$ cat src/hw/rtl/udp_hb_pkg.sv
// shared types and constants for the udp/ipv4 frame header builder
// no dependencies; imported by every module of the block

package udp_hb_pkg;

   localparam int unsigned MAX_PAYLOAD_BYTES = 1472;

   localparam int unsigned COUNT_W  = 11;
   localparam int unsigned WIDE_W   = 12;
   localparam int unsigned RAW_W    = 20;
   localparam int unsigned WORD_CNT = 21;
   localparam int unsigned IDX_W    = 5;
   localparam int unsigned CSR_IDX_W = 8;
   localparam int unsigned CSR_DATA_W = 48;

   localparam logic [WIDE_W-1:0]  MAX_BYTES = WIDE_W'(MAX_PAYLOAD_BYTES);
   localparam logic [COUNT_W-1:0] COUNT_CAP = '1;

   // register indexes
   localparam logic [CSR_IDX_W-1:0] CSR_SOURCE_MAC  = 8'd0;
   localparam logic [CSR_IDX_W-1:0] CSR_SOURCE_IP   = 8'd1;
   localparam logic [CSR_IDX_W-1:0] CSR_SERVER_PORT = 8'd2;
   localparam logic [CSR_IDX_W-1:0] CSR_CLIENT_PORT = 8'd3;

   localparam logic [15:0] SERVER_PORT_RESET = 16'd67;
   localparam logic [15:0] CLIENT_PORT_RESET = 16'd68;

   // status codes
   localparam logic [1:0] STATUS_OK      = 2'd0;
   localparam logic [1:0] STATUS_BAD_HW  = 2'd1;
   localparam logic [1:0] STATUS_TOO_LONG = 2'd2;

   // fixed header words
   localparam logic [15:0] ETHERTYPE_IPV4 = 16'h0800;
   localparam logic [15:0] IP_VER_IHL     = 16'h4500;
   localparam logic [15:0] IP_ID          = 16'h0000;
   localparam logic [15:0] IP_FLAGS_DF    = 16'h4000;
   localparam logic [15:0] IP_TTL_PROTO   = 16'h4011;
   localparam logic [15:0] UDP_PROTO      = 16'd17;
   localparam logic [WIDE_W-1:0] IP_HDR_BYTES  = 12'd28;
   localparam logic [WIDE_W-1:0] UDP_HDR_BYTES = 12'd8;

   localparam logic [7:0] HW_TYPE_ETHER = 8'd1;
   localparam logic [7:0] HW_LEN_ETHER  = 8'd6;

   typedef struct packed {
      logic [47:0] source_mac;
      logic [31:0] source_ip;
      logic [15:0] server_port;
      logic [15:0] client_port;
   } cfg_type;

   // one finished packet, handed from accumulator to emitter
   typedef struct packed {
      logic [47:0]        dest_mac;
      logic [31:0]        dest_ip;
      logic [COUNT_W-1:0] byte_count;
      logic [15:0]        sum;
      logic [1:0]         status;
   } job_type;

   // fold a 20-bit raw sum to 16 bits and finish as an internet checksum
   function automatic logic [15:0] finish_sum(input logic [RAW_W-1:0] raw);
      logic [16:0] a;
      logic [15:0] b;
      a = {1'b0, raw[15:0]} + {13'd0, raw[19:16]};
      b = a[15:0] + {15'd0, a[16]};
      return (b == 16'hffff) ? 16'hffff : ~b;
   endfunction

endpackage

$ cat src/hw/rtl/udp_hb_csr.sv
// configuration registers of the header builder
// depends on udp_hb_pkg

module udp_hb_csr (
   input  logic                               clock,
   input  logic                               reset,
   input  logic                               csr_write,
   input  logic [udp_hb_pkg::CSR_IDX_W-1:0]   csr_index,
   input  logic [udp_hb_pkg::CSR_DATA_W-1:0]  csr_wdata,
   output udp_hb_pkg::cfg_type                cfg
);
   import udp_hb_pkg::*;

   cfg_type cfg_ff, cfg_in;

   always_comb begin
      cfg_in = cfg_ff;
      if (csr_write) begin
         case (csr_index)
            CSR_SOURCE_MAC:  cfg_in.source_mac  = csr_wdata;
            CSR_SOURCE_IP:   cfg_in.source_ip   = csr_wdata[31:0];
            CSR_SERVER_PORT: cfg_in.server_port = csr_wdata[15:0];
            CSR_CLIENT_PORT: cfg_in.client_port = csr_wdata[15:0];
            default:         cfg_in = cfg_ff;
         endcase
      end
   end

   always_ff @(posedge clock) begin
      if (reset) begin
         cfg_ff.source_mac  <= '0;
         cfg_ff.source_ip   <= '0;
         cfg_ff.server_port <= SERVER_PORT_RESET;
         cfg_ff.client_port <= CLIENT_PORT_RESET;
      end else begin
         cfg_ff <= cfg_in;
      end
   end

   assign cfg = cfg_ff;

endmodule

$ cat src/hw/rtl/udp_hb_acc.sv
// payload accumulator: ones-complement sum, byte count, per-packet sampling
// depends on udp_hb_pkg; feeds one job per packet to the emitter

module udp_hb_acc (
   input  logic                clock,
   input  logic                reset,
   input  logic                req_valid,
   output logic                req_stall,
   input  logic [15:0]         req_payload_word,
   input  logic                req_odd_tail,
   input  logic                req_last,
   input  logic [47:0]         req_client_mac,
   input  logic [31:0]         req_client_ip,
   input  logic                req_broadcast,
   input  logic [7:0]          req_hw_type,
   input  logic [7:0]          req_hw_len,
   output logic                job_valid,
   output udp_hb_pkg::job_type job,
   input  logic                job_taken
);
   import udp_hb_pkg::*;

   logic [15:0]        sum_ff, sum_in;
   logic [COUNT_W-1:0] count_ff, count_in;
   logic               open_ff, open_in;
   logic [47:0]        dmac_ff, dmac_in;
   logic [31:0]        dip_ff, dip_in;
   logic               hwok_ff, hwok_in;
   logic               long_ff, long_in;
   logic               job_valid_ff, job_valid_in;
   job_type            job_ff, job_in;

   logic               accept;
   logic               tail;
   logic [15:0]        word_eff;
   logic [16:0]        sum_wide;
   logic [15:0]        sum_new;
   logic [WIDE_W-1:0]  cnt;
   logic               long_new;
   logic [COUNT_W-1:0] count_new;
   logic [47:0]        dmac_cur;
   logic [31:0]        dip_cur;
   logic               hwok_cur;

   // a last beat waits while the previous job is still unclaimed
   assign req_stall = req_last & job_valid_ff;
   assign accept    = req_valid & ~req_stall;

   always_comb begin
      // first beat of a packet samples the addressing
      if (open_ff) begin
         dmac_cur = dmac_ff;
         dip_cur  = dip_ff;
         hwok_cur = hwok_ff;
      end else begin
         dmac_cur = req_broadcast ? '1 : req_client_mac;
         dip_cur  = req_broadcast ? '1 : req_client_ip;
         hwok_cur = (req_hw_type == HW_TYPE_ETHER) && (req_hw_len == HW_LEN_ETHER);
      end

      tail      = req_last & req_odd_tail;
      word_eff  = tail ? {req_payload_word[15:8], 8'h00} : req_payload_word;
      sum_wide  = {1'b0, sum_ff} + {1'b0, word_eff};
      sum_new   = sum_wide[15:0] + {15'd0, sum_wide[16]};
      cnt       = {1'b0, count_ff} + (tail ? 12'd1 : 12'd2);
      long_new  = long_ff | (cnt > MAX_BYTES);
      count_new = (cnt > {1'b0, COUNT_CAP}) ? COUNT_CAP : cnt[COUNT_W-1:0];

      sum_in   = sum_ff;
      count_in = count_ff;
      open_in  = open_ff;
      dmac_in  = dmac_ff;
      dip_in   = dip_ff;
      hwok_in  = hwok_ff;
      long_in  = long_ff;
      job_in   = job_ff;
      job_valid_in = job_valid_ff & ~job_taken;

      if (accept) begin
         if (req_last) begin
            sum_in   = '0;
            count_in = '0;
            open_in  = 1'b0;
            long_in  = 1'b0;
            job_valid_in      = 1'b1;
            job_in.dest_mac   = dmac_cur;
            job_in.dest_ip    = dip_cur;
            job_in.byte_count = count_new;
            job_in.sum        = sum_new;
            if (!hwok_cur) begin
               job_in.status = STATUS_BAD_HW;
            end else if (long_new) begin
               job_in.status = STATUS_TOO_LONG;
            end else begin
               job_in.status = STATUS_OK;
            end
         end else begin
            sum_in   = sum_new;
            count_in = count_new;
            open_in  = 1'b1;
            long_in  = long_new;
         end
         dmac_in = dmac_cur;
         dip_in  = dip_cur;
         hwok_in = hwok_cur;
      end
   end

   always_ff @(posedge clock) begin
      if (reset) begin
         sum_ff       <= '0;
         count_ff     <= '0;
         open_ff      <= 1'b0;
         dmac_ff      <= '0;
         dip_ff       <= '0;
         hwok_ff      <= 1'b0;
         long_ff      <= 1'b0;
         job_valid_ff <= 1'b0;
      end else begin
         sum_ff       <= sum_in;
         count_ff     <= count_in;
         open_ff      <= open_in;
         dmac_ff      <= dmac_in;
         dip_ff       <= dip_in;
         hwok_ff      <= hwok_in;
         long_ff      <= long_in;
         job_valid_ff <= job_valid_in;
      end
   end

   always_ff @(posedge clock) begin
      job_ff <= job_in;
   end

   assign job_valid = job_valid_ff;
   assign job       = job_ff;

endmodule

$ cat src/hw/rtl/udp_hb_emit.sv
// header emitter: raw checksum sums on job load, then one header word per beat
// depends on udp_hb_pkg; drives the registered result channel

module udp_hb_emit (
   input  logic                clock,
   input  logic                reset,
   input  udp_hb_pkg::cfg_type cfg,
   input  logic                job_valid,
   input  udp_hb_pkg::job_type job,
   output logic                job_taken,
   output logic                rsp_valid,
   input  logic                rsp_stall,
   output logic [15:0]         rsp_header_word,
   output logic [1:0]          rsp_status,
   output logic                rsp_end_of_header
);
   import udp_hb_pkg::*;

   localparam logic [IDX_W-1:0] LAST_IDX = IDX_W'(WORD_CNT - 1);

   logic               busy_ff, busy_in;
   logic [IDX_W-1:0]   idx_ff, idx_in;
   logic [47:0]        dmac_ff, dmac_in;
   logic [31:0]        dip_ff, dip_in;
   logic [WIDE_W-1:0]  ip_len_ff, ip_len_in;
   logic [WIDE_W-1:0]  udp_len_ff, udp_len_in;
   logic [RAW_W-1:0]   ip_raw_ff, ip_raw_in;
   logic [RAW_W-1:0]   udp_raw_ff, udp_raw_in;
   logic [1:0]         status_ff, status_in;

   logic               rsp_valid_ff, rsp_valid_in;
   logic [15:0]        rsp_word_ff, rsp_word_in;
   logic [1:0]         rsp_status_ff, rsp_status_in;
   logic               rsp_eoh_ff, rsp_eoh_in;

   logic               advance;
   logic               is_err;
   logic [WIDE_W-1:0]  job_ip_len;
   logic [WIDE_W-1:0]  job_udp_len;
   logic [RAW_W-1:0]   addr_sum;
   logic [15:0]        sel_word;

   assign advance   = ~rsp_valid_ff | ~rsp_stall;
   assign job_taken = ~busy_ff & job_valid;
   assign is_err    = (status_ff != STATUS_OK);

   // address words shared by both checksums
   assign job_ip_len  = IP_HDR_BYTES + {1'b0, job.byte_count};
   assign job_udp_len = UDP_HDR_BYTES + {1'b0, job.byte_count};
   assign addr_sum = RAW_W'(cfg.source_ip[31:16]) + RAW_W'(cfg.source_ip[15:0])
                   + RAW_W'(job.dest_ip[31:16]) + RAW_W'(job.dest_ip[15:0]);

   always_comb begin
      case (idx_ff)
         5'd0:    sel_word = dmac_ff[47:32];
         5'd1:    sel_word = dmac_ff[31:16];
         5'd2:    sel_word = dmac_ff[15:0];
         5'd3:    sel_word = cfg.source_mac[47:32];
         5'd4:    sel_word = cfg.source_mac[31:16];
         5'd5:    sel_word = cfg.source_mac[15:0];
         5'd6:    sel_word = ETHERTYPE_IPV4;
         5'd7:    sel_word = IP_VER_IHL;
         5'd8:    sel_word = 16'(ip_len_ff);
         5'd9:    sel_word = IP_ID;
         5'd10:   sel_word = IP_FLAGS_DF;
         5'd11:   sel_word = IP_TTL_PROTO;
         5'd12:   sel_word = finish_sum(ip_raw_ff);
         5'd13:   sel_word = cfg.source_ip[31:16];
         5'd14:   sel_word = cfg.source_ip[15:0];
         5'd15:   sel_word = dip_ff[31:16];
         5'd16:   sel_word = dip_ff[15:0];
         5'd17:   sel_word = cfg.server_port;
         5'd18:   sel_word = cfg.client_port;
         5'd19:   sel_word = 16'(udp_len_ff);
         5'd20:   sel_word = finish_sum(udp_raw_ff);
         default: sel_word = 16'h0000;
      endcase
   end

   always_comb begin
      busy_in    = busy_ff;
      idx_in     = idx_ff;
      dmac_in    = dmac_ff;
      dip_in     = dip_ff;
      ip_len_in  = ip_len_ff;
      udp_len_in = udp_len_ff;
      ip_raw_in  = ip_raw_ff;
      udp_raw_in = udp_raw_ff;
      status_in  = status_ff;

      rsp_valid_in  = rsp_valid_ff;
      rsp_word_in   = rsp_word_ff;
      rsp_status_in = rsp_status_ff;
      rsp_eoh_in    = rsp_eoh_ff;

      if (job_taken) begin
         busy_in    = 1'b1;
         idx_in     = '0;
         dmac_in    = job.dest_mac;
         dip_in     = job.dest_ip;
         ip_len_in  = job_ip_len;
         udp_len_in = job_udp_len;
         status_in  = job.status;
         ip_raw_in  = RAW_W'(IP_VER_IHL) + RAW_W'(job_ip_len) + RAW_W'(IP_FLAGS_DF)
                    + RAW_W'(IP_TTL_PROTO) + addr_sum;
         udp_raw_in = RAW_W'(job_udp_len) + RAW_W'(job_udp_len) + RAW_W'(UDP_PROTO)
                    + RAW_W'(cfg.server_port) + RAW_W'(cfg.client_port)
                    + RAW_W'(job.sum) + addr_sum;
      end

      if (advance) begin
         rsp_valid_in = busy_ff;
         if (busy_ff) begin
            if (is_err) begin
               rsp_word_in   = 16'h0000;
               rsp_status_in = status_ff;
               rsp_eoh_in    = 1'b1;
               busy_in       = 1'b0;
            end else begin
               rsp_word_in   = sel_word;
               rsp_status_in = STATUS_OK;
               rsp_eoh_in    = (idx_ff == LAST_IDX);
               idx_in        = idx_ff + 1'b1;
               busy_in       = (idx_ff != LAST_IDX);
            end
         end
      end
   end

   always_ff @(posedge clock) begin
      if (reset) begin
         busy_ff      <= 1'b0;
         idx_ff       <= '0;
         rsp_valid_ff <= 1'b0;
      end else begin
         busy_ff      <= busy_in;
         idx_ff       <= idx_in;
         rsp_valid_ff <= rsp_valid_in;
      end
   end

   always_ff @(posedge clock) begin
      dmac_ff       <= dmac_in;
      dip_ff        <= dip_in;
      ip_len_ff     <= ip_len_in;
      udp_len_ff    <= udp_len_in;
      ip_raw_ff     <= ip_raw_in;
      udp_raw_ff    <= udp_raw_in;
      status_ff     <= status_in;
      rsp_word_ff   <= rsp_word_in;
      rsp_status_ff <= rsp_status_in;
      rsp_eoh_ff    <= rsp_eoh_in;
   end

   assign rsp_valid         = rsp_valid_ff;
   assign rsp_header_word   = rsp_word_ff;
   assign rsp_status        = rsp_status_ff;
   assign rsp_end_of_header = rsp_eoh_ff;

endmodule

$ cat src/hw/rtl/udp_ipv4_frame_header_builder_top.sv
// top level of the udp/ipv4 frame header builder
// depends on udp_hb_pkg, udp_hb_csr, udp_hb_acc and udp_hb_emit

// Payload beats (16-bit words, first byte in the upper half) are taken at one
// per cycle, but for a last beat held off by req_stall; the first beat of a
// packet samples client mac, client ip, the broadcast flag and the hardware
// type and length. Each beat is folded into a ones-complement sum and a
// saturating byte count. The beat marked last closes the packet and hands it
// to the emitter, which sends 21 header beats (ethernet, ipv4 with DF, ttl 64
// and header checksum, udp with pseudo-header checksum) at one per cycle while
// rsp_stall is low, or a single error beat (header_word 0, end_of_header 1)
// for non-ethernet hardware or an oversize payload. Payload beats of the next
// packet keep flowing while a header burst is out; only its last beat is held
// off (req_stall) while a finished packet still waits for the emitter.
// Registers are read when the header is built and are to be written only
// while the block is idle.

module udp_ipv4_frame_header_builder_top (
   input  logic                               clock,
   input  logic                               reset,
   // payload channel
   input  logic                               req_valid,
   output logic                               req_stall,
   input  logic [15:0]                        req_payload_word,
   input  logic                               req_odd_tail,
   input  logic                               req_last,
   input  logic [47:0]                        req_client_mac,
   input  logic [31:0]                        req_client_ip,
   input  logic                               req_broadcast,
   input  logic [7:0]                         req_hw_type,
   input  logic [7:0]                         req_hw_len,
   // header channel
   output logic                               rsp_valid,
   input  logic                               rsp_stall,
   output logic [15:0]                        rsp_header_word,
   output logic [1:0]                         rsp_status,
   output logic                               rsp_end_of_header,
   // register write port
   input  logic                               csr_write,
   input  logic [udp_hb_pkg::CSR_IDX_W-1:0]   csr_index,
   input  logic [udp_hb_pkg::CSR_DATA_W-1:0]  csr_wdata
);
   import udp_hb_pkg::*;

   cfg_type cfg;
   job_type job;
   logic    job_valid;
   logic    job_taken;

   // register file
   udp_hb_csr u_csr (
      .clock     (clock),
      .reset     (reset),
      .csr_write (csr_write),
      .csr_index (csr_index),
      .csr_wdata (csr_wdata),
      .cfg       (cfg)
   );

   // per-beat sum and count, one job per packet
   udp_hb_acc u_acc (
      .clock            (clock),
      .reset            (reset),
      .req_valid        (req_valid),
      .req_stall        (req_stall),
      .req_payload_word (req_payload_word),
      .req_odd_tail     (req_odd_tail),
      .req_last         (req_last),
      .req_client_mac   (req_client_mac),
      .req_client_ip    (req_client_ip),
      .req_broadcast    (req_broadcast),
      .req_hw_type      (req_hw_type),
      .req_hw_len       (req_hw_len),
      .job_valid        (job_valid),
      .job              (job),
      .job_taken        (job_taken)
   );

   // checksum sums and header burst
   udp_hb_emit u_emit (
      .clock             (clock),
      .reset             (reset),
      .cfg               (cfg),
      .job_valid         (job_valid),
      .job               (job),
      .job_taken         (job_taken),
      .rsp_valid         (rsp_valid),
      .rsp_stall         (rsp_stall),
      .rsp_header_word   (rsp_header_word),
      .rsp_status        (rsp_status),
      .rsp_end_of_header (rsp_end_of_header)
   );

endmodule
$ cat config.mk
export PLATFORM = sky130hd
export DESIGN_NAME = udp_ipv4_frame_header_builder_top
export DESIGN_NICKNAME = d
export VERILOG_FILES = /design/src/hw/rtl/udp_hb_pkg.sv /design/src/hw/rtl/udp_hb_csr.sv /design/src/hw/rtl/udp_hb_acc.sv /design/src/hw/rtl/udp_hb_emit.sv /design/src/hw/rtl/udp_ipv4_frame_header_builder_top.sv
export SDC_FILE = /design/constraint.sdc
export NUM_CORES = 1
export LEC_CHECK = 0
export BUFFER_PORTS_ARGS = -buffer_cell sky130_fd_sc_hd__buf_2
export CAP_MARGIN = 20
export CORE_ASPECT_RATIO = 0.7
export CORE_MARGIN = 10
export CORE_UTILIZATION = 60
export DETAILED_ROUTE_END_ITERATION = 8
export GPL_TIMING_DRIVEN = 0
export PLACE_DENSITY = 0.84
export SYNTH_ARGS = -nofsm -noshare
export SYNTH_HDL_FRONTEND = slang
export SYNTH_SLANG_ARGS = --single-unit
$ cat constraint.sdc
create_clock -name clock -period 12.1 [get_ports clock]
set_input_delay 1.815 -clock clock [delete_from_list [all_inputs] [get_ports clock]]
set_output_delay 1.815 -clock clock [all_outputs]
set_load 0.03 [all_outputs]
==> results.cfg <==
[logic_synthesis]
synth-async-reset-ratio_pct = 0
yosys.area.top_type = edfxtp_1
netlist.area_leader.share_pct = 29.8
ys_warn_count = 0
synth_edf_count = 271
yosysMostFrequentCell = nand2_1
seq_area_frac_synth_pct = 46.7
syn_avg_cell_area_sq_um = 9.31
synthTopCellsByArea = edfxtp_1 (30%), dfxtp_1 (17%), nand2_1 (7.7%)
syn_inst = 2934
synth_common_cells = nand2_1 (562), edfxtp_1 (271), a21oi_1 (267)
synth_seq_cells = 501
synth_area_sq_um = 27300
syn_nets = 3314
ys_types = 86
synth-main-ff-cell = edfxtp_1

[power]
p_switching_mw = 1.51
power.internal_mw = 3.23
ir_drop_mv = 0.135
netSwitchingFraction_pct = 31.8
clockPowerShare_pct = 32.3
p_leak_nw = 12.0
power_density_nw_per_um2 = 154
pwr-share-seq_pct = 42.3
combPwrFrac_pct = 25.4

[clock_tree]
cts_buffers = 48
cts_tree = yes
insertion_delay_ps = 600
post-cts-setup-buffer-count = 0
postCtsHoldBufs = 0
root_buffer = clkbuf_16
clock_sinks = 501
htreeDepth = 2
path_clk_slew_ps = 70
cts-resized-gates = 0
clk_path_buf_depth = 3

[placed_design]
gp_congestion = 1.07
portBuffers = 192
hpwl_um = 79600
pre_cts_ws_ps = 4110

[outcome]
outcome = complete, no violations

[floorplan]
rows = 65
dieArea_sq_um = 54600
die_w_um = 275
coreArea_sq_um = 45100
fp.dieH_um = 199
ios = 197
start_util_pct = 60.6

[worst_setup_path]
slowest_delay_ps = 610
path_class = reg -> reg
reg2reg_slack_ps = 3840
cpMostUsedCell = o21ai_0
required_ps = 12410
start_kind = register
arrival_ps = 8570
slowest_stage = o41ai_1
crit_family = compound AO/OA/AOI/OAI gates
path_max_fanout = 5
worst-path-buf-inv = 3
critPathCaptureType = register

[drt]
drc = 0
drt_pass1_iterations = 7
drt_iter0_drc = 3797
num_vias = 24610
post_drt_wl_per_cell_um = 26.1
totalWireLength_um = 99900
via_per_inst = 6.42
ant_nets = 0

[global_routing]
grt_pass1_wl_um = 144000
grtUsageTotal_pct = 35.5
grt_pass1_vias = 22796
antenna_found_initial = 9
overflow = 0
grt_max_degree = 76

[cells_and_area]
multi_input_comb_area_sq_um = 13200
layout-drive-gt1-share_pct = 9.74
seq_area_sq_um = 12700
fillerInstances = 3485
syn2layout_area_growth_pct = 12.7
num-nets-final = 3565

[sta]
setup_tns_ps = 0
fin_crit_sh_pct = 68.3
finalWorstSetupSlack_ps = 3840
rsz0062_at_grt = no
fmax_ghz = 0.121
slew_viol_final = 0
fin_skew_ps = 34.6
final_hold_viol_count = 0
finalSetupViolations = 0
post-route-min-period_ps = 8260
worst_pin_slew_ps = 1140
max-slew-margin-rel_pct = 24.1

[flow_run]
maxCapViolCount = 0

[worst_hold_path]
hold_path.class = reg -> reg
-- metrics by stage --
| step | area, sq um | utilization [%] | cells | total power [mW] | hold slack [ps] |
|---|---|---|---|---|---|
| after global placement | 29000 | 64.4 | 3729 | 3.13 | 401 |
| after CTS | 30800 | 68.3 | 3825 | 4.70 | 415 |
| after floorplan | 27300 | - | 2934 | 2.82 | 400 |
| after global routing | 30800 | 68.3 | 3829 | 4.92 | 416 |
| after detailed placement | 29200 | 64.8 | 3735 | 3.20 | 405 |
| final | 30800 | 68.3 | 3832 | 4.74 | 417 |
-- power groups by stage --
stage	Clock [mW]	Sequential (mW)	Combinational, mW
after floorplan	0	2.01	0.806
after CTS	1.53	2.00	1.17
after global routing	1.60	2.01	1.32
after detailed placement	0	2.04	1.16
final	1.53	2.00	1.20
after global placement	0	2.04	1.09
-- per-layer routing --
layer / share of wire, % / track usage (%) / up-vias
li1: - / - / 10718
met1: 41 / 52.3 / 11772
met2: 41 / 51.0 / 1872
met3: 14 / 8.21 / 244
met4: 3.6 / 10.8 / 4
met5: 0.027 / 0 / -
-- worst paths after layout --
| check | startpoint | to | depth (start not counted) |
|---|---|---|---|
| setup / recovery | u_csr.cfg[34] | u_emit.udp_raw_ff[19] | 28 |
| hold / removal | u_acc.job[71] | u_emit.dmac_ff[10] | 0 |
| setup reg to reg | u_csr.cfg[34] | u_emit.udp_raw_ff[19] | 28 |
| hold reg to reg | u_acc.job[71] | u_emit.dmac_ff[10] | 0 |
-- state kept, by name, summed over array words and instances (netlist names), 5 cells and up --
register / count
u_emit.rsp_header_word: 16
u_acc.count_ff: 11
u_acc.dmac_ff: 48
u_emit.udp_raw_ff: 20
u_acc.dip_ff: 32
u_emit.udp_len_ff: 12
u_emit.dmac_ff: 48
u_emit.ip_raw_ff: 19
u_csr.cfg: 112
u_acc.sum_ff: 16
u_emit.idx_ff: 5
u_emit.ip_len_ff: 10
u_acc.job: 109
u_emit.dip_ff: 32
-- cell families after synthesis --
| group | after synthesis | synth area share, % |
|---|---|---|
| and+or+nand+nor | 1063 | 17.0 |
| AOI/OAI and AO/OA | 657 | 15.0 |
| DFF | 501 | 46.7 |
| buffers and inverters | 352 | 4.98 |
| adders and majority gates | 204 | 11.2 |
| xor gates and xnor gates | 139 | 4.46 |
| muxes | 18 | 0.683 |
-- placed cells by master, fill, tap and decap left out, types with 6 or more instances in the layout --
cell,instances
nand2b_1,19
a211oi_1,13
nor3_1,48
o21ai_0,135
a22oi_1,39
edfxtp_1,271
ha_1,136
o211ai_1,10
and3_1,29
a22o_1,13
xnor2_1,94
a21o_1,24
mux2i_1,13
nor2b_1,9
nor4_1,10
and2_1,29
nand4_1,17
o21bai_1,9
nand2_1,562
dfxtp_1,230
o21a_1,15
or2_2,8
a2111oi_0,6
a21oi_1,267
nand3b_1,10
clkbuf_16,48
a222oi_1,15
a31oi_1,14
o22ai_1,15
buf_2,197
nand3_1,64
inv_1,201
xor2_1,45
clkbuf_8,7
nor2_1,220
clkbuf_1,150
fa_1,68
a221oi_1,27
-- final cells by class --
cell class,count,share of cell area (%)
Tap cell,603,2.45
Antenna cell,4,0.0325
Multi-Input combinational cell,2081,43.0
Inverter,202,2.48
Buffer,150,1.96
Clock buffer,69,4.39
Clock inverter,21,0.736
Timing Repair Buffer,201,3.60
Sequential cell,501,41.4
Note: power is estimated with default switching activity, not from simulation.
